File: src/rtl/hds_pkg.sv
// ----------------------------------------------------------------------------
// hds_pkg
// Shared constants and types of the heightfield diffusion stencil unit.
// ----------------------------------------------------------------------------
`default_nettype none

package hds_pkg;

	localparam int MAX_GRID   = 256;
	localparam int GRID_AW    = $clog2(MAX_GRID);
	localparam int GRID_W     = GRID_AW + 1;
	localparam int FIFO_DEPTH = 16;
	localparam int FIFO_AW    = $clog2(FIFO_DEPTH);
	localparam int FIFO_CW    = FIFO_AW + 1;
	localparam int APB_AW     = 4;

	typedef enum logic [1:0] {
		REG_GRID_SIZE = 2'd0,
		REG_DIFF_GAIN = 2'd1,
		REG_VEL_GAIN  = 2'd2
	} reg_idx_t;

	typedef struct packed {
		logic [GRID_AW-1:0] x;
		logic [GRID_AW-1:0] z;
		logic               emit_a;
		logic               emit_b;
		logic               interior;
	} tag_t;

	typedef struct packed {
		logic               en;
		logic [GRID_AW-1:0] addr;
		logic [15:0]        data;
	} wb_t;

	typedef struct packed {
		logic               last;
		logic               vel_valid;
		logic [15:0]        vel_z;
		logic [15:0]        vel_x;
		logic [14:0]        new_height;
		logic [GRID_AW-1:0] cell_z;
		logic [GRID_AW-1:0] cell_x;
	} res_t;

endpackage

`default_nettype wire

File: src/rtl/hds_cfg_regs.sv
// ----------------------------------------------------------------------------
// hds_cfg_regs
// APB register file: grid size, diffusion gain and velocity gain.
// ----------------------------------------------------------------------------
`default_nettype none

module hds_cfg_regs (
	input  wire logic                       clk,
	input  wire logic                       arst_n,
	input  wire logic                       psel,
	input  wire logic                       penable,
	input  wire logic                       pwrite,
	input  wire logic [hds_pkg::APB_AW-1:0] paddr,
	input  wire logic [31:0]                pwdata,
	output logic      [31:0]                prdata,
	output logic                            pready,
	output logic      [hds_pkg::GRID_W-1:0] grid_size,
	output logic      [15:0]                diffusion_gain,
	output logic signed [15:0]              velocity_gain
);
	import hds_pkg::*;

	logic     wr_en;
	reg_idx_t idx;

	assign pready = 1'b1;
	assign wr_en  = psel && penable && pwrite && pready;
	assign idx    = reg_idx_t'(paddr[3:2]);

	always_ff @(posedge clk or negedge arst_n) begin
		if (!arst_n) begin
			grid_size      <= GRID_W'(MAX_GRID);
			diffusion_gain <= '0;
			velocity_gain  <= '0;
		end else if (wr_en) begin
			case (idx)
				REG_GRID_SIZE: grid_size      <= pwdata[GRID_W-1:0];
				REG_DIFF_GAIN: diffusion_gain <= pwdata[15:0];
				REG_VEL_GAIN:  velocity_gain  <= $signed(pwdata[15:0]);
				default: ;
			endcase
		end
	end

	always_comb begin
		case (idx)
			REG_GRID_SIZE: prdata = 32'(grid_size);
			REG_DIFF_GAIN: prdata = 32'(diffusion_gain);
			REG_VEL_GAIN:  prdata = 32'(velocity_gain);
			default:       prdata = '0;
		endcase
	end

endmodule

`default_nettype wire

File: config.mk
export PLATFORM = sky130hd
export DESIGN_NAME = hds_cfg_regs
export DESIGN_NICKNAME = d
export VERILOG_FILES = /design/src/rtl/hds_pkg.sv /design/src/rtl/hds_cfg_regs.sv
export SDC_FILE = /design/constraint.sdc
export NUM_CORES = 1
export LEC_CHECK = 0
export ABC_AREA = 1
export BUFFER_PORTS_ARGS = -buffer_cell sky130_fd_sc_hd__buf_2
export CAP_MARGIN = 20
export CORE_MARGIN = 1.5
export CORE_UTILIZATION = 44
export DETAILED_ROUTE_END_ITERATION = 12
export PLACE_DENSITY = 0.8
export REMOVE_ABC_BUFFERS = 1
export SYNTH_ARGS = -nofsm -noshare
export SYNTH_HDL_FRONTEND = slang
export SYNTH_SLANG_ARGS = --single-unit
export TNS_END_PERCENT = 100
File: constraint.sdc
create_clock -name clk -period 1.4 [get_ports clk]
set_input_delay 0.21 -clock clk [delete_from_list [all_inputs] [get_ports clk]]
set_output_delay 0.21 -clock clk [all_outputs]
set_load 0.05 [all_outputs]
# After elaboration in Yosys (flattened, before gate mapping)
# Cells that the tools add are included.
op_classes:
  n_addsub: 0
  multipliers: 0
  n_div: 0
  magnitude_cmp: 0
  eq_ne: 2
  n_shift: 0
  n_mux: 1
  bitwise: 0
  n_reduce_logical: 6
op_table:
  columns: ["operator", "count"]
  rows:
  - ["32-bit one-hot mux with 3 select lines", 1]
  - ["2-bit AND reduction", 3]
  - ["2-bit by 1-bit == test with 1-bit output, second input constant", 1]
  - ["2-bit == test, second input constant", 1]
  - ["1-bit logical AND", 2]
  - ["2-bit zero test", 1]
word_totals:
  ff_bits: 41
  latchBits: 0
  ram_bits: 0
  mem_bits_ro: 0
  elab_cells: 12
  n_memories: 0

# Depth between registers and ports, before layout
depth:
  ltp_word: 3
  depth_mapped: 7

# Worst setup path before layout
# No wires, ideal clock.
synth_path:
  path_kind: "flip-flop to output port"
  startpoint: "register velocity_gain[15]"
  endpoint: "output port prdata[17]"
  arrival_ns: 2.237
  required_ns: 1.190
  setup_slack_ns: -1.047
  path_stages_with_launch: 4
  n_path_buf: 1
  path_cell_list: "dfrtp_1 -> inv_1 -> nor2_1 -> buf_4"
synth_between:
  elab_chain_len: 1
synth_lines:
  columns: ["item", "line_no", "source"]
  rows:
  - ["start, declared", "hds_cfg_regs.sv:19", "output logic signed [15:0] velocity_gain"]
  - ["start signal, assigned", "hds_cfg_regs.sv:39", "REG_VEL_GAIN: velocity_gain <= $signed(pwdata[15:0]);"]
  - ["32-bit one-hot mux with 3 select lines", "hds_cfg_regs.sv:46", "case (idx)"]
  - ["end, declared", "hds_cfg_regs.sv:15", "output logic [31:0] prdata,"]
# Every way passes these cells.

# Worst setup path in the final report
# Ends and elaborated chain as after synthesis.

==> key figures <==
Power
  • Leak Pwr: 1.67 nW
  • Power Dens Cells: 1730 nW/um^2
  • Reg power frac: 33.5%
  • Clock power frac: 22.7%
  • Switch share: 45.9%
  • P_int: 2.61 mW
  • Worst IR Drop VDD: 0.917 mV
  • Logic pwr share: 43.7%
  • Psw: 2.21 mW

Drt
  • Vias per cell: approximately 4.8
  • Drt pass-1 iters: 5
  • Remaining DRCs: 0
  • Detail Route Antenna Nets: 0
  • WL final: 5280 microns
  • Vias post-DR: between 1500 and 2000
  • Drt wl/cell: 12.9 microns
  • Starting DRC count in detailed routing: 99

Final layout
  • Diode count: 0
  • Layout area overhead: 37.6%
  • Final instance area: 2790 sq um
  • Nets: 396
  • Share of cells above drive strength 1: a little under two fifths

Min path
  • Hold path depth: 3
  • Hold Crit Class: in -> reg
  • WHS Endpoint: diffusion_gain[10]
  • Hold Startpoint: pwdata[10]

STA
  • Hold_ws: between 0.1 and 0.15 ns
  • Skew final: 0 ns
  • Fmax: approximately 0.73 GHz
  • Count of final hold-check violations: 0
  • Fin crit period: between 1 and 1.5 ns
  • Tcrit/Tclk final: between 90% and 100%
  • RSZ-0062 raised after global routing: true
  • Slack of the critical path: 0.0209 ns
  • Pins Over Slew Limit: 0
  • Final setup viols: 0

CTS
  • Total CTS buffers: 5
  • CTS tree: built
  • Root Driver: clkbuf_8
  • Worst-path clk slew: 0.08 ns
  • Clk buf depth: 2
  • CTS Sinks: around 40
  • Skew-Pair Late Insertion Delay: 0.28 ns
  • H-tree Lvls: 2

Worst setup path
  • Crit end category: primary output
  • Crit path kind: reg -> out
  • Worst flop-to-flop path endpoint: velocity_gain[15]
  • Launch point of the worst reg-to-reg path: velocity_gain[15]
  • R2R cell count: 3
  • Type of origin of the critical path: register
  • Worst R2R Setup Slack: 0.64 ns
  • Worst EP arrival: about 1.2 ns
  • Max FO, Critical Path: 8
  • Critical path required time: between 1 and 1.5 ns

Placed design
  • Gpl congestion: 0.785
  • Post-DP HPWL: 3710 microns
  • Cell Area, Placed: 2480 sq um
  • Worst Setup Slack post-DPL: 0.0602 ns
  • Buffers added on ports: 95

Global route
  • Vias in the first global route: 1912
  • Grt total ovfl: 0
  • GRT Util Overall: between 20% and 30%
  • Pin count of the biggest net entering global routing: 18
  • Initial antenna violation count: 0
  • Global-route wire length before repair: around 8700 microns

Die
  • IO Pins: approximately 120
  • Core area: 4380 sq um
  • Die W: ~71 microns
  • Initial core utilization: 46.2%
  • Rows: 24
  • DIE AREA: 5020 sq um
  • Vert. Die Dim: a little over 70 microns

Logic synthesis
  • YS warnings: 0
  • Yosys cell types: 17
  • Syn Inst Count: 263
  • Average size of a mapped cell: 7.70 sq um
  • Synthesized flop and latch total: between 40 and 50
  • Top-area cell type share of the netlist area: 49.4%
  • Synth top area cells: dfrtp_1 49%, nand2_1 32%, buf_4 7.0%
  • Seq/Total Area, Yosys: 50.7%
  • Yosys top cell by area: dfrtp_1
  • Synthesized area: 2030 sq um

Status
  • Status: complete, no violations

Run
  • Number of max-cap violations: 0
metal layers:
layer | vias up | share of wire, % | global-route usage [%]
met4 | 0 | 1.3 | 7.34
met1 | 885 | 39 | 27.6
met5 | - | 0 | 0
met3 | 9 | 8.8 | 4.84
met2 | 97 | 51 | 37.7
li1 | 959 | - | -
placed cells by master (no fill, tap or decap), drive strengths merged:
cell type	count
nand2	176
buf	105
dfrtp	40
nand3	10
clkbuf	6
inv	6
nor2	6
bufinv	2
o21ai	1
conb	1
clkinv	1
dfstp	1
dlygate4sd3	1
synth_stat cells (all sizes together):
cell   count
conb       1
nor2       6
nand3     10
inv        6
dfrtp     40
nand2    176
dfstp      1
o21ai      1
buf       22
power groups by stage:
stage	combinational, mW	clock (mW)	sequential (mW)
floorplan	0.658	0	2.48
global placement	2.01	0	1.63
detailed placement	2.03	0	1.64
CTS	2.10	1.12	1.61
global route	2.23	1.18	1.65
finish	2.11	1.10	1.62
metrics by stage:
step	setup TNS, ns	instances	power (mW)	utilization, %
after floorplan	-149.53	241	3.14	-
after global placement	0	397	3.63	56.6
after detailed placement	0	397	3.67	56.6
after CTS	-0.0663	408	4.84	62.9
after global routing	-0.406	408	5.06	63.6
final	0	408	4.83	63.6
worst max-delay path, cell delays in order (launching register included):
cell	delay [ns]
dfrtp_1	0.38
inv_2	0.06
nor2_4	0.12
buf_6	0.16
buf_6	0.16
kinds of logic after synthesis:
logic type	after synthesis	share of synthesized area [%]
and+or+nand+nor	192	38.9
DFF	41	50.7
buffers and inverters	28	9.94
AOI/OAI and AO/OA	1	0.247
other	1	0.185
sequential cells by signal (all words and copies together) (netlist names):
name / cells
diffusion_gain: 16
velocity_gain: 16
grid_size: 9
worst max-delay path by stage:
stage	start	end	slack (ns)	depth (start not counted)
after CTS	velocity_gain[15]	prdata[25]	-0.01	4
after detailed placement	paddr[2]	prdata[1]	0.06	7
after global routing	velocity_gain[15]	prdata[17]	-0.03	4
after floorplan	velocity_gain[15]	prdata[16]	-9.30	2
final	velocity_gain[15]	prdata[17]	0.02	4
after global placement	paddr[2]	prdata[1]	0.07	7
what timing repair did:
action,CTS,global route
setup endpoints to repair,17,20
pin swaps,1,0
hold buffers,1,0
buffers inserted,1,0
gates cloned,1,0
endpoints found under the hold margin,14,0
resized for setup,38,10
area by class of cell:
class / count / area, sq um
flip-flops and latches: 41 / 1030
multi-input cells: 194 / 810
clock inverters: 3 / 65.1
inverters: 6 / 27.5
clock buffers: 5 / 68.8
well taps: 52 / 65.1
fillers: 388 / 1600
repair buffers: 107 / 723
Note: power is estimated with default switching activity, not from simulation.
