`config.mk`:
```
export PLATFORM = sky130hd
export DESIGN_NAME = hds_result_fifo
export DESIGN_NICKNAME = d
export VERILOG_FILES = /design/src/rtl/hds_pkg.sv /design/src/rtl/hds_result_fifo.sv
export SDC_FILE = /design/constraint.sdc
export NUM_CORES = 1
export LEC_CHECK = 0
export BUFFER_PORTS_ARGS = -buffer_cell sky130_fd_sc_hd__buf_2
export CAP_MARGIN = 25
export CORE_ASPECT_RATIO = 0.6
export CORE_MARGIN = 8
export CORE_UTILIZATION = 45
export DETAILED_ROUTE_END_ITERATION = 8
export PLACE_DENSITY = 0.69
export SLEW_MARGIN = 0
export SYNTH_ARGS = -nofsm -noshare
export SYNTH_HDL_FRONTEND = slang
export SYNTH_SLANG_ARGS = --single-unit
export TNS_END_PERCENT = 30
```
`constraint.sdc`:
```
create_clock -name clk -period 8 [get_ports clk]
set_input_delay 1.6 -clock clk [delete_from_list [all_inputs] [get_ports clk]]
set_output_delay 1.6 -clock clk [all_outputs]
set_load 0.01 [all_outputs]
```
`src/rtl/hds_pkg.sv`:
```
// ----------------------------------------------------------------------------
// hds_pkg
// Shared constants and types of the heightfield diffusion stencil unit.
// ----------------------------------------------------------------------------
`default_nettype none

package hds_pkg;

	localparam int MAX_GRID   = 256;
	localparam int GRID_AW    = $clog2(MAX_GRID);
	localparam int GRID_W     = GRID_AW + 1;
	localparam int FIFO_DEPTH = 16;
	localparam int FIFO_AW    = $clog2(FIFO_DEPTH);
	localparam int FIFO_CW    = FIFO_AW + 1;
	localparam int APB_AW     = 4;

	typedef enum logic [1:0] {
		REG_GRID_SIZE = 2'd0,
		REG_DIFF_GAIN = 2'd1,
		REG_VEL_GAIN  = 2'd2
	} reg_idx_t;

	typedef struct packed {
		logic [GRID_AW-1:0] x;
		logic [GRID_AW-1:0] z;
		logic               emit_a;
		logic               emit_b;
		logic               interior;
	} tag_t;

	typedef struct packed {
		logic               en;
		logic [GRID_AW-1:0] addr;
		logic [15:0]        data;
	} wb_t;

	typedef struct packed {
		logic               last;
		logic               vel_valid;
		logic [15:0]        vel_z;
		logic [15:0]        vel_x;
		logic [14:0]        new_height;
		logic [GRID_AW-1:0] cell_z;
		logic [GRID_AW-1:0] cell_x;
	} res_t;

endpackage

`default_nettype wire

```
`src/rtl/hds_result_fifo.sv`:
```
// ----------------------------------------------------------------------------
// hds_result_fifo
// Result queue: up to two pushes per cycle, one pop per cycle.
// ----------------------------------------------------------------------------
`default_nettype none

module hds_result_fifo (
	input  wire logic                        clk,
	input  wire logic                        arst_n,
	input  wire logic                        wr_a,
	input  wire hds_pkg::res_t               res_a,
	input  wire logic                        wr_b,
	input  wire hds_pkg::res_t               res_b,
	input  wire logic                        out_ready,
	output logic                             out_valid,
	output hds_pkg::res_t                    out_res,
	output logic [hds_pkg::FIFO_CW-1:0]      count
);
	import hds_pkg::*;

	res_t               mem_q [FIFO_DEPTH];
	logic [FIFO_AW-1:0] wptr_q, rptr_q;
	logic [FIFO_CW-1:0] count_q;
	logic [1:0]         nwr;
	logic               pop;

	assign nwr       = 2'(wr_a) + 2'(wr_b);
	assign out_valid = count_q != '0;
	assign out_res   = mem_q[rptr_q];
	assign pop       = out_valid && out_ready;
	assign count     = count_q;

	always_ff @(posedge clk) begin
		if (wr_a)
			mem_q[wptr_q] <= res_a;
		if (wr_b)
			mem_q[wr_a ? wptr_q + FIFO_AW'(1) : wptr_q] <= res_b;
	end

	always_ff @(posedge clk or negedge arst_n) begin
		if (!arst_n) begin
			wptr_q  <= '0;
			rptr_q  <= '0;
			count_q <= '0;
		end else begin
			wptr_q  <= wptr_q + FIFO_AW'(nwr);
			rptr_q  <= rptr_q + FIFO_AW'(pop);
			count_q <= count_q + FIFO_CW'(nwr) - FIFO_CW'(pop);
		end
	end

	a_no_overflow: assert property (@(posedge clk) disable iff (!arst_n)
		(FIFO_CW + 1)'(count_q) + (FIFO_CW + 1)'(nwr) <= (FIFO_CW + 1)'(FIFO_DEPTH))
		else $error("result queue overflow");

	a_count_range: assert property (@(posedge clk) disable iff (!arst_n)
		count_q <= FIFO_CW'(FIFO_DEPTH))
		else $error("result queue count out of range");

endmodule

`default_nettype wire

```
== After elaboration in Yosys (flattened, before gate mapping) ==
Memory sizes are Yosys's and may differ from the RTL's.
Index checks and enable logic that the tools add are counted.
Cells by class
  multiplexer cells: 5
  add/subtract/negate cells: 6
  reduce and logical (&&, ||, !) cells: 2
Operators by type and width (count)
  adder 5 x 2 -> 5 bit: 1
  nonzero test 5 bit: 1
  subtractor 5 x 1 -> 5 bit: 1
  adder 4 x 1 -> 4 bit: 1
  adder 4 x 1 -> 4 bit (second input constant): 1
  adder 4 x 2 -> 4 bit: 1
  2-to-1 mux 1 bit: 4
  2-to-1 mux 4 bit: 1
  adder 1 x 1 -> 2 bit: 1
  logical AND 1 bit: 1
Storage, ports and cells
  register bits: 13
  RAM bits: 1040
  memories kept: 1
  output and inout bits: 71
Memories
  mem_q: words 16, width 65, read ports 1, clocked after memory_dff 0, wr ports 2, line hds_result_fifo.sv:21  | res_t mem_q [FIFO_DEPTH];

== Longest topological paths before layout ==
  depth in word-level cells: 3
  gate-level depth with buffers: 13

== Least setup slack after synthesis ==
No wires, ideal clock.
  path type: in2reg
  start: input port wr_a
  end: memory mem_q[11][0] (netlist bit) (enable)
  required time: 7.422 ns
  stages: 3
  setup time: 0.578 ns
  path slack: 0.963 ns
  arrival: 6.459 ns
  path buffers: 1
  cells stage by stage: buf_4 nand2_1 o21ai_0
RTL lines
  start, declared: line hds_result_fifo.sv:10  | input wire logic wr_a,
  end, declared: line hds_result_fifo.sv:21

==> flow_summary.yaml <==
yosys:
  synth_edf_count: 1040
  synth_xor_area_share_pct: 0.1308
  yosysTopAreaCell: "edfxtp_1"
  ys_seq_area_share_pct: 58.89
  synth.area.top_cells: "edfxtp_1, mux2_2, mux2_1"
  synthDistinctLibCells: 41
  synth_top_area_share_pct: 58.29
  syn-num-nets: 3454
  yosys_register_bits: 1053
  synth_ff_type: "edfxtp_1"
  synth_top_family_by_area: "multiplexers"
  synth_compound_area_share_pct: 4.147
  synth.avg_cell_area_um2: 16.23
  synth-adder-area-share_pct: 0.4484
  postSynthCellCount: 3301
  postSynth.asyncResetShare_pct: 1.235
  post_synth_mux_area_share_pct: 32.18
  yosysWarnings: 0
  yosys.area_share.simple_pct: 0.9691
  syn-cell-area_mm2: 0.05358
sta:
  setup_viol: 0
  rsz0062_at_grt: "false"
  worst_pin_slew_ns: 1.111
  fmax_mhz: 181.7
  hold_viol: 0
  setup_tns_ns: 0
  slew_violations: 0
  slew_headroom_pct: 25.94
  finalCriticalPeriod_ns: 5.504
  period_share_pct: 68.80
  fin_skew_ns: 0.02851
  whs_ns: 0.5323
setup_path:
  rrSetupSlack_ns: 3.48
  crit_fanout: 35
  crit_path_max_incr_delay_ns: 0.95
  r2r-end: "mem_q[3][40]"
  r2r-start: "wptr_q[1]"
  slowest_stage: "nor2b_4"
  cpLargestDelayFamily: "simple AND/OR/NAND/NOR gates"
  reg2regPathDepth: 7
  criticalPathCategory: "register to primary output"
  cp_cell_sequence: "nor2b_4, buf_4, a221oi_1, o21ai_0, nand2_1, buf_2"
  critPathLaunchType: "register"
  end_kind: "primary output"
  cp_num_buf_inv: 2
  crit_arrival_ns: 3.90
  crit_required_ns: 6.40
detailed_routing:
  drt-initial-drc-count: 3513
  wl_mm: 153.4
  avgRoutedWirePerCell_um: 30.60
  firstDrtPassIters: 6
  drc: 0
  drt.antenna.violating_nets: 0
  via_count: 31320
  vias_per_cell: 6.245
cells_and_area:
  seq_area_mm2: 0.03157
  fin_util_pct: 49.89
  nets: 3469
  multiInputGateArea_mm2: 0.02060
  mostFrequentLayoutCells: "edfxtp_1, mux2_2, mux2_1"
  design_area_mm2: 0.05916
  drive_gt1_share_pct: 37.59
  fillers: 9874
  mostFrequentLayoutCell: "edfxtp_1"
  synthToLayoutAreaGrowth_pct: 10.41
clocking:
  clockBufferDepth: 3
  htreeDepth: 3
  hold_buffers: 0
  path_clk_slew_ns: 0.07
  postCtsSetupBuffers: 0
  ctsResizeCount: 0
  cts_tree: "yes"
  cts-root-buf: "clkbuf_16"
  clkLatencyLatePin_ns: 0.72
  cts_sinks: 1053
  cts_buffers: 103
global_routing:
  track_usage_pct: 22.73
  grt_max_degree: 120
  grt.overflow.total: 0
  grt_pass1_vias: 30900
  antenna_found_initial: 28
  grt_pass1_wl_mm: 222.4
power_and_ir_drop:
  ir_drop_mv: 0.3366
  pwr-share-seq_pct: 38.8
  pwr_density_cell_mw_per_mm2: 340.7
  p_comb_share_pct: 37.4
  power.switching_uw: 7303
  power_frac_clock_pct: 23.8
  swShare_pct: 36.23
  intPower_uw: 12850
  leakage_uw: 0.02001
floorplan:
  num_rows: 98
  floorplan.die.height_um: 283.3
  initial_utilization_pct: 45.19
  coreArea_mm2: 0.1186
  dieWidth_um: 461.5
  die-area_mm2: 0.1307
  io_pins: 206
run:
  cap_violations: 0
hold_path:
  hold_path_depth: 1
  min_from: "count[0]"
  hp-class: "register to register"
  worstHoldEndpoint: "count[0]"
placement:
  dp_hpwl_mm: 85.34
  gp_congestion: 0.7892
  port_buffers: 205
  postPlaceCellArea_mm2: 0.05585
run_status:
  status: "finished, final reports clean"
cell usage after synthesis (2+ instances only):
master       n
o21ai_0     67
nand3_1      2
dfrtp_1     13
mux2_2     701
buf_1        4
xnor2_1      4
nand3b_1     2
nor3b_2      2
ha_1        16
nor3b_1      3
buf_2      112
xor2_1       4
and3_1       3
mux2_1     339
fa_1         2
and2_1       2
nand2b_1     3
inv_1       18
mux2i_1    260
o21a_1       3
nand2_1     88
a221oi_1   130
and3b_1      2
a22oi_1     65
clkbuf_1   190
mux4_2     130
o21bai_1     2
o21ai_1     11
a21oi_1     11
edfxtp_1  1040
o22ai_2      2
a21o_1       8
nor2_1       5
buf_4       50
per-stage QoR:
stage	setup WS, ns	total power [uW]	instances
2_1_floorplan	0.9632	12610	3301
3_3_place_gp	2.942	15330	4807
3_5_place_dp	2.890	15450	4810
4_1_cts	2.539	20230	4999
5_1_grt	2.359	20950	5005
6_report	2.496	20160	5015
cells by family after synthesis:
logic type | count (synthesis)
AO/OA/AOI/OAI | 302
flip-flops | 1053
adder cells (fa/ha/maj) | 18
XOR/XNOR | 8
AND/OR/NAND/NOR | 116
multiplexers | 1430
buffers and inverters | 374
layout make-up:
type                    instances  area share (%)
clock buffers                 131           4.674
well taps                    1600           3.384
clock inverters                58          0.8164
multi-input cells            1874           34.83
repair buffers                266           2.745
inverters                      18          0.1184
diodes                         15         0.06345
flip-flops and latches       1053           53.37
power groups by stage:
stage	clock [uW]	sequential, uW	combinational, uW
6_report	4800	7810	7540
5_1_grt	5060	7890	7990
4_1_cts	4870	7810	7550
3_5_place_dp	0	7920	7530
3_3_place_gp	0	7900	7430
2_1_floorplan	0	7700	4900
flip-flops by register name (all words and copies together), names as in the netlist:
name and cells:
mem_q 1040, count 5, rptr_q 4, wptr_q 4
worst max-delay path by stage:
stage / from / endpoint / cells after the start
after floorplan: wr_a / mem_q[11][0] / 3
after global placement: wr_a / mem_q[11][50] / 6
after detailed placement: wr_a / mem_q[11][50] / 6
after CTS: rptr_q[2] / out_res[19] / 6
after global routing: rptr_q[2] / out_res[16] / 6
final: rptr_q[2] / out_res[21] / 6
routing by layer:
metal	part of all wire, %	up-vias	global-route usage, %
met5	0.048	-	0
met4	1.6	12	4.199
met3	9.6	179	5.626
met2	43	1441	32.75
met1	46	16410	34.96
li1	-	13280	-
worst register-to-register path, stage by stage, from the launching register on:
cell	delay, ns
dfrtp_1	0.63
inv_1	0.23
ha_1	0.39
nand3b_1	0.09
a21boi_1	0.62
nor3b_4	0.87
o21bai_4	0.35
buf_4	0.88
(Power assumes the default switching activity.)
