--- src/rtl/hds_pkg.sv ---
// ----------------------------------------------------------------------------
// hds_pkg
// Shared constants and types of the heightfield diffusion stencil unit.
// ----------------------------------------------------------------------------
`default_nettype none

package hds_pkg;

	localparam int MAX_GRID   = 256;
	localparam int GRID_AW    = $clog2(MAX_GRID);
	localparam int GRID_W     = GRID_AW + 1;
	localparam int FIFO_DEPTH = 16;
	localparam int FIFO_AW    = $clog2(FIFO_DEPTH);
	localparam int FIFO_CW    = FIFO_AW + 1;
	localparam int APB_AW     = 4;

	typedef enum logic [1:0] {
		REG_GRID_SIZE = 2'd0,
		REG_DIFF_GAIN = 2'd1,
		REG_VEL_GAIN  = 2'd2
	} reg_idx_t;

	typedef struct packed {
		logic [GRID_AW-1:0] x;
		logic [GRID_AW-1:0] z;
		logic               emit_a;
		logic               emit_b;
		logic               interior;
	} tag_t;

	typedef struct packed {
		logic               en;
		logic [GRID_AW-1:0] addr;
		logic [15:0]        data;
	} wb_t;

	typedef struct packed {
		logic               last;
		logic               vel_valid;
		logic [15:0]        vel_z;
		logic [15:0]        vel_x;
		logic [14:0]        new_height;
		logic [GRID_AW-1:0] cell_z;
		logic [GRID_AW-1:0] cell_x;
	} res_t;

endpackage

`default_nettype wire

--- src/rtl/hds_stencil_pipe.sv ---
// ----------------------------------------------------------------------------
// hds_stencil_pipe
// Three-stage stencil datapath: Laplacian and differences, gain multiplies,
// rounding and saturation. Issues the line store write-back.
// ----------------------------------------------------------------------------
`default_nettype none

module hds_stencil_pipe (
	input  wire logic                 clk,
	input  wire logic                 arst_n,
	input  wire logic                 accept,
	input  wire hds_pkg::tag_t        tag_s0,
	input  wire logic signed [15:0]   hin_s0,
	input  wire logic [15:0]          mid_rd_a,
	input  wire logic [15:0]          mid_rd_b,
	input  wire logic [15:0]          up_rd_a,
	input  wire logic [15:0]          up_rd_b,
	input  wire logic [15:0]          diffusion_gain,
	input  wire logic signed [15:0]   velocity_gain,
	output hds_pkg::wb_t              wb,
	output logic [1:0]                inflight,
	output logic                      wr_a,
	output logic                      wr_b,
	output hds_pkg::res_t             res_a,
	output hds_pkg::res_t             res_b
);
	import hds_pkg::*;

	function automatic logic [15:0] sat16(input logic signed [20:0] v);
		logic [15:0] r;
		if (v > 21'sd32767)
			r = 16'h7FFF;
		else if (v < -21'sd32768)
			r = 16'h8000;
		else
			r = v[15:0];
		return r;
	endfunction

	logic               v_s1, v_s2, v_s3;
	tag_t               tag_s1, tag_s2, tag_s3;
	logic signed [15:0] hin_s1, hin_s2, hin_s3;
	logic signed [15:0] h_s2, h_s3;
	logic               wet_s2, wet_s3;
	logic signed [19:0] lap_s2;
	logic signed [16:0] dxn_s2, dzn_s2;
	logic signed [36:0] pd_s3;
	logic signed [32:0] px_s3, pz_s3;

	logic signed [15:0] h, hr, hu, hl;
	logic signed [19:0] lap_c;
	logic signed [16:0] dxn_c, dzn_c;
	logic               wet_c;
	logic signed [36:0] pd_c, pd_r;
	logic signed [32:0] px_c, pz_c, px_r, pz_r;
	logic signed [20:0] dh, vx_w, vz_w;
	logic signed [22:0] nh_w;
	logic [14:0]        nh_wet, nh_dry, nh_b;

	assign h  = $signed(mid_rd_a);
	assign hr = $signed(mid_rd_b);
	assign hu = $signed(up_rd_a);
	assign hl = $signed(up_rd_b);

	assign lap_c = 20'(hl) + 20'(hr) + 20'(hu) + 20'(hin_s1) - (20'(h) <<< 2);
	assign dxn_c = 17'(hl) - 17'(hr);
	assign dzn_c = 17'(hu) - 17'(hin_s1);
	assign wet_c = tag_s1.interior && (h > 16'sd0);

	assign wb.en   = v_s1;
	assign wb.addr = tag_s1.x;
	assign wb.data = hin_s1;

	assign pd_c = lap_s2 * $signed({1'b0, diffusion_gain});
	assign px_c = dxn_s2 * velocity_gain;
	assign pz_c = dzn_s2 * velocity_gain;

	always_ff @(posedge clk or negedge arst_n) begin
		if (!arst_n) begin
			v_s1 <= 1'b0;
			v_s2 <= 1'b0;
			v_s3 <= 1'b0;
		end else begin
			v_s1 <= accept;
			v_s2 <= v_s1;
			v_s3 <= v_s2;
		end
	end

	always_ff @(posedge clk) begin
		if (accept) begin
			tag_s1 <= tag_s0;
			hin_s1 <= hin_s0;
		end
		tag_s2 <= tag_s1;
		hin_s2 <= hin_s1;
		h_s2   <= h;
		wet_s2 <= wet_c;
		lap_s2 <= lap_c;
		dxn_s2 <= dxn_c;
		dzn_s2 <= dzn_c;
		tag_s3 <= tag_s2;
		hin_s3 <= hin_s2;
		h_s3   <= h_s2;
		wet_s3 <= wet_s2;
		pd_s3  <= pd_c;
		px_s3  <= px_c;
		pz_s3  <= pz_c;
	end

	assign inflight = 2'(v_s1) + 2'(v_s2) + 2'(v_s3);

	assign pd_r = pd_s3 + 37'sd32768;
	assign dh   = $signed(pd_r[36:16]);
	assign nh_w = 23'(h_s3) + 23'(dh);
	assign px_r = px_s3 + 33'sd2048;
	assign pz_r = pz_s3 + 33'sd2048;
	assign vx_w = $signed(px_r[32:12]);
	assign vz_w = $signed(pz_r[32:12]);

	always_comb begin
		if (nh_w < 23'sd0)
			nh_wet = '0;
		else if (nh_w > 23'sd32767)
			nh_wet = 15'h7FFF;
		else
			nh_wet = nh_w[14:0];
		nh_dry = (h_s3 > 16'sd0) ? h_s3[14:0] : '0;
		nh_b   = (hin_s3 > 16'sd0) ? hin_s3[14:0] : '0;
	end

	always_comb begin
		res_a.cell_x     = tag_s3.x;
		res_a.cell_z     = tag_s3.z - GRID_AW'(1);
		res_a.new_height = wet_s3 ? nh_wet : nh_dry;
		res_a.vel_x      = wet_s3 ? sat16(vx_w) : '0;
		res_a.vel_z      = wet_s3 ? sat16(vz_w) : '0;
		res_a.vel_valid  = wet_s3;
		res_a.last       = !tag_s3.emit_b;

		res_b.cell_x     = tag_s3.x;
		res_b.cell_z     = tag_s3.z;
		res_b.new_height = nh_b;
		res_b.vel_x      = '0;
		res_b.vel_z      = '0;
		res_b.vel_valid  = 1'b0;
		res_b.last       = 1'b1;
	end

	assign wr_a = v_s3 && tag_s3.emit_a;
	assign wr_b = v_s3 && tag_s3.emit_b;

endmodule

`default_nettype wire

--- config.mk ---
export PLATFORM = sky130hd
export DESIGN_NAME = hds_stencil_pipe
export DESIGN_NICKNAME = d
export VERILOG_FILES = /design/src/rtl/hds_pkg.sv /design/src/rtl/hds_stencil_pipe.sv
export SDC_FILE = /design/constraint.sdc
export NUM_CORES = 2
export LEC_CHECK = 0
export CAP_MARGIN = 30
export CORE_MARGIN = 1.5
export CORE_UTILIZATION = 25
export CTS_BUF_LIST = sky130_fd_sc_hd__clkbuf_16
export CTS_CLUSTER_SIZE = 20
export DETAILED_ROUTE_END_ITERATION = 7
export DONT_BUFFER_PORTS = 1
export HOLD_SLACK_MARGIN = 0.08
export PLACE_DENSITY = 0.42
export SYNTH_ARGS = -nofsm -noshare
export SYNTH_HDL_FRONTEND = slang
export SYNTH_SLANG_ARGS = --single-unit
export TNS_END_PERCENT = 20
--- constraint.sdc ---
create_clock -name clk -period 17 [get_ports clk]
set_input_delay 1.7 -clock clk [delete_from_list [all_inputs] [get_ports clk]]
set_output_delay 1.7 -clock clk [all_outputs]
set_load 0.01 [all_outputs]
# Word-level counts from Yosys, hierarchy flattened
# Index checks and enable logic that the tools add are counted.
# word_totals
word_cells,69
register_bits,297
out_inout_bits,159
# op_classes
reduce_logical,4
addsub,13
multipliers,3
muxes,11
n_lt_le_gt_ge,9
# op_table
cell,n
two-way mux 16 bit,6
two-way mux 15 bit,5
adder 33 x 13 -> 33 bit (second input constant),2
multiplier 17 x 16 -> 33 bit,2
> comparator 16 x 1 -> 1 bit (second input constant),3
> comparator 21 x 16 -> 1 bit (second input constant),2
< comparator 21 x 16 -> 1 bit (second input constant),2
adder 37 x 17 -> 37 bit (second input constant),1
multiplier 20 x 17 -> 37 bit,1
subtractor 16 x 16 -> 17 bit,2
adder 16 x 21 -> 22 bit,1
> comparator 22 x 16 -> 1 bit (second input constant),1
< comparator 22 x 1 -> 1 bit (second input constant),1
subtractor 19 x 18 -> 20 bit,1
adder 18 x 16 -> 19 bit,1
adder 17 x 16 -> 18 bit,1
adder 16 x 16 -> 17 bit,1
subtractor 8 x 1 -> 8 bit (second input constant),1
logical AND 1 bit,3
adder 1 x 1 -> 2 bit,1
adder 2 x 1 -> 2 bit,1
zero test 1 bit,1

# Depth between registers and ports, before layout
# logic_depth
depth_word,6
depth_mapped,25

# Least setup slack after synthesis
# OpenSTA, ideal clock, no wires.
# synth_timing
kind,input port to flip-flop
start,input velocity_gain[7]
end,register px_s3[32]
arrival_time_ps,7381
path_stages,23
slack_ps,9498
path_cell_list,clkbuf_1 clkbuf_1 nand2_1 fa_1 inv_1 fa_1 fa_1 fa_1 fa_1 inv_1 fa_1 inv_1 ha_1 clkbuf_1 a21oi_1 o21ai_0 a221o_1 a211oi_1 o21a_1 o41ai_2 a211oi_1 o21bai_1 xnor2_1
# synth_between
elab_chain_len,1
# synth_rtl
element,line_no,source
from (decl),hds_stencil_pipe.sv:19,"input wire logic signed [15:0] velocity_gain,"
multiplier 17 x 16 -> 33 bit,hds_stencil_pipe.sv:75,assign px_c = dxn_s2 * velocity_gain;
via px_c[32],hds_stencil_pipe.sv:55,"logic signed [32:0] px_c, pz_c, px_r, pz_r;"
to (signal assigned),hds_stencil_pipe.sv:107,px_s3 <= px_c;
to (decl),hds_stencil_pipe.sv:48,"logic signed [32:0] px_s3, pz_s3;"
# The timed path passes the listed nets, and every way through them passes these cells.
# A chain may end at the register's enable or synchronous reset.

==> impl_metrics.csv <==
group,metric,value,unit
clock_tree,cts_made_buffers,39,
global_routing,gr-total-overflow,0,
synthesis,synth_warnings,0,
floorplan,fp.dieW,421.8,um
synthesis,synth-seq-cells,260,
sta,rsz0062_at_grt,"false",
sta,slew_violations,0,
floorplan,initial_core_util,0.2519,
worst_setup_path,crit_chain,"ha_1 > nand3_1 > or3_1 > nor2_1 > xor2_1 > ha_1 > nand4_1 > nor2_1 > a31o_2 > o41ai_4 > mux2i_1 > nor4_1 > nand3_1 > nor3_1 > o21ai_1",
cells_and_area,final_net_count,5921,
global_routing,grtUsageTotal,0.1505,
sta,hold_viol,0,
sta,slew_headroom,0.3082,
drt,vias,29120,
worst_setup_path,cp.arrival,5.41,ns
synthesis,syn_inst,4661,
worst_setup_path,critPathKind,"reg2out",
clock_tree,cts.clk_slew.worst_paths,0.06,ns
synthesis,synth_edf_count,35,
floorplan,io_pins,293,
place,portBuffers,0,
clock_tree,cts_tree,"built",
synthesis,synth_area,43840,sq um
synthesis,synth_cell_types,76,
cells_and_area,final_cell_mix,"inv_1, fa_1, nand2_1",
worst_setup_path,critPathMaxStageDelay,0.65,ns
drt,drt_wl_total,130500,um
floorplan,dieArea,177900,sq um
job,cap_violations,0,
cells_and_area,final_common_cell,"inv_1",
worst_setup_path,worst-path-buf-inv,0,
global_routing,grt_max_degree,37,
min_path,holdPathStages,0,
clock_tree,cts-resized-gates,0,
sta,worst_pin_slew,1.036,ns
worst_setup_path,slowest_stage,"nand3_1",
synthesis,synthArstFlopShare,0.01154,
worst_setup_path,critPathLaunchType,"flop",
drt,drtAntennaViolNets,0,
place,dp_hpwl,105200,um
global_routing,grt_first_pass_wirelength,203400,um
worst_setup_path,worstPathRequired,15.30,ns
cells_and_area,drive_above_1_share,0.02390,
worst_setup_path,reg2regPathDepth,18,
status,status,"completed",
clock_tree,postCtsHoldBufs,0,
clock_tree,post_cts_buffers,0,
min_path,hold_path.class,"reg2reg",
floorplan,die_h,421.8,um
sta,setup_viol,0,
drt,drc,0,
worst_setup_path,timing.rr.end,"pd_s3[36]",
cells_and_area,area_delta_synth_final,7.906,%
drt,wl_per_cell,18.95,um
worst_setup_path,cp_top_family,"simple AND/OR/NAND/NOR gates",
clock_tree,clk_latency,0.62,ns
min_path,worstHoldStart,"hin_s2[0]",
sta,clock_skew,0.03474,ns
floorplan,fp-row-count,153,
sta,max_freq,140.6,MHz
synthesis,synthFlopType,"dfxtp_1",
worst_setup_path,r2r-start,"lap_s2[19]",
clock_tree,root_buffer,"clkbuf_16",
worst_setup_path,worst-path-max-fanout,15,
worst_setup_path,r2r_slack,10.10,ns
sta,period_share,0.4184,
place,place_congestion,0.8673,
global_routing,antenna_found_initial,7,
sta,period_needed,7.112,ns
drt,post_drt_via_cell_ratio,4.228,
clock_tree,cts-htree-levels,2,
clock_tree,cts_buffer_depth,3,
synthesis,avgSynthCellArea,9.406,sq um
drt,drt_iter0_markers,1114,
min_path,holdPathEnd,"hin_s3[0]",
synthesis,ys_seq_area_frac,0.1271,
clock_tree,cts.sinks,260,
drt,dr.pass1.iters,7,
floorplan,core-area,174000,sq um
global_routing,grt_pass1_vias,32290,
sta,setup_tns,0,ns
sta,whs,0.3201,ns
worst_setup_path,endpoint_kind,"output pin",
[sequential cells by signal, summed over array words and instances (netlist names), 17 cells and up]
register / cells
pd_s3: 22
pz_s3: 22
lap_s2: 20
px_s3: 22
dzn_s2: 17
dxn_s2: 17
tag_s2: 18
[worst reg2reg max path: stages, from the launching register on]
cell and delay (ns):
dfxtp_1 0.86, nand2_1 0.23, inv_1 0.17, fa_1 0.54
fa_1 1.01, fa_1 0.57, fa_1 0.51, fa_1 0.49
inv_1 0.05, fa_1 0.47, inv_1 0.04, ha_1 0.31
a21oi_1 0.21, nand3_1 0.10, o21ai_1 0.41, nor3_1 0.14
or3_1 0.39, a31oi_1 0.20, xnor2_1 0.13
[metal layers]
| metal | GRT usage | wire [um] |
|---|---|---|
| met5 | 0 | 13 |
| met4 | 0.03706 | 3060 |
| met3 | 0.01683 | 4231 |
| met2 | 0.2738 | 67360 |
| met1 | 0.1879 | 55880 |
[worst max-delay path by stage]
stage / slack [ns] / startpoint / to / cells past startpoint
6_report: 9.89 / pd_s3[15] / res_a[29] / 15
3_5_place_dp: 9.25 / diffusion_gain[2] / pd_s3[36] / 18
3_3_place_gp: 9.25 / velocity_gain[1] / px_s3[32] / 20
2_1_floorplan: 9.50 / velocity_gain[7] / px_s3[32] / 23
4_1_cts: 9.82 / pd_s3[15] / res_a[27] / 15
5_1_grt: 9.55 / pd_s3[15] / res_a[17] / 15
[Yosys cell counts, types with 6 or more instances]
| cell | number | area, sq um |
|---|---|---|
| nor2_1 | 120 | 450.4 |
| xnor2_1 | 136 | 1191 |
| a2111oi_0 | 9 | 78.83 |
| dfxtp_1 | 222 | 4444 |
| o21ai_1 | 15 | 75.07 |
| fa_1 | 926 | 18540 |
| a41oi_1 | 6 | 52.55 |
| a21oi_1 | 85 | 425.4 |
| nor3_2 | 7 | 70.07 |
| a21o_1 | 27 | 202.7 |
| a211oi_1 | 14 | 105.1 |
| inv_1 | 1080 | 4054 |
| clkbuf_1 | 143 | 536.8 |
| and2_1 | 408 | 2552 |
| o21a_1 | 22 | 165.2 |
| and3_1 | 28 | 175.2 |
| ha_1 | 331 | 4141 |
| nand2_1 | 528 | 1982 |
| nand2b_1 | 25 | 156.4 |
| buf_4 | 69 | 518.0 |
| xor2_1 | 62 | 543.0 |
| or3_1 | 13 | 81.33 |
| nand4_1 | 20 | 125.1 |
| edfxtp_1 | 35 | 1051 |
| nor3_1 | 46 | 230.2 |
| o21ai_0 | 86 | 430.4 |
| nor4_1 | 13 | 81.33 |
| o211ai_1 | 13 | 97.59 |
| nor2b_1 | 30 | 187.7 |
| nand3_1 | 48 | 240.2 |
[metrics by stage]
step	area [sq um]	util	cells	worst slack, ns
5_1_grt	47300	0.2718	6887	9.554
6_report	47310	0.2718	6889	9.888
2_1_floorplan	43960	-	4693	9.498
3_5_place_dp	45980	0.2642	6814	9.249
4_1_cts	47300	0.2718	6886	9.818
3_3_place_gp	45860	0.2636	6809	9.252
[logic make-up (layout without fill, tap and decap cells)]
| logic type | after synthesis | after routing | share of synthesized area |
|---|---|---|---|
| adder cells (fa/ha/maj) | 1257 | 1257 | 0.5173 |
| XOR/XNOR | 198 | 198 | 0.03956 |
| AND/OR/NAND/NOR | 1305 | 1305 | 0.1478 |
| other | 2 | 37 | 0.0001713 |
| AO/OA/AOI/OAI | 334 | 334 | 0.04938 |
| multiplexers | 4 | 4 | 0.001027 |
| flip-flops | 260 | 260 | 0.1271 |
| buffers and inverters | 1301 | 1169 | 0.1177 |
[final cells by class]
type	instances	area [sq um]
antenna	3	7.507
clock buffer	41	1026
fill	18730	126700
timing repair buffer	16	203.9
sequential	260	5570
clock inverter	31	289.0
inverter	1081	4058
tap	2325	2909
multi-input combinational	3132	33240
Power is not shown: default switching activity piles up to over one toggle a cycle in this logic, so the estimate is an artifact.
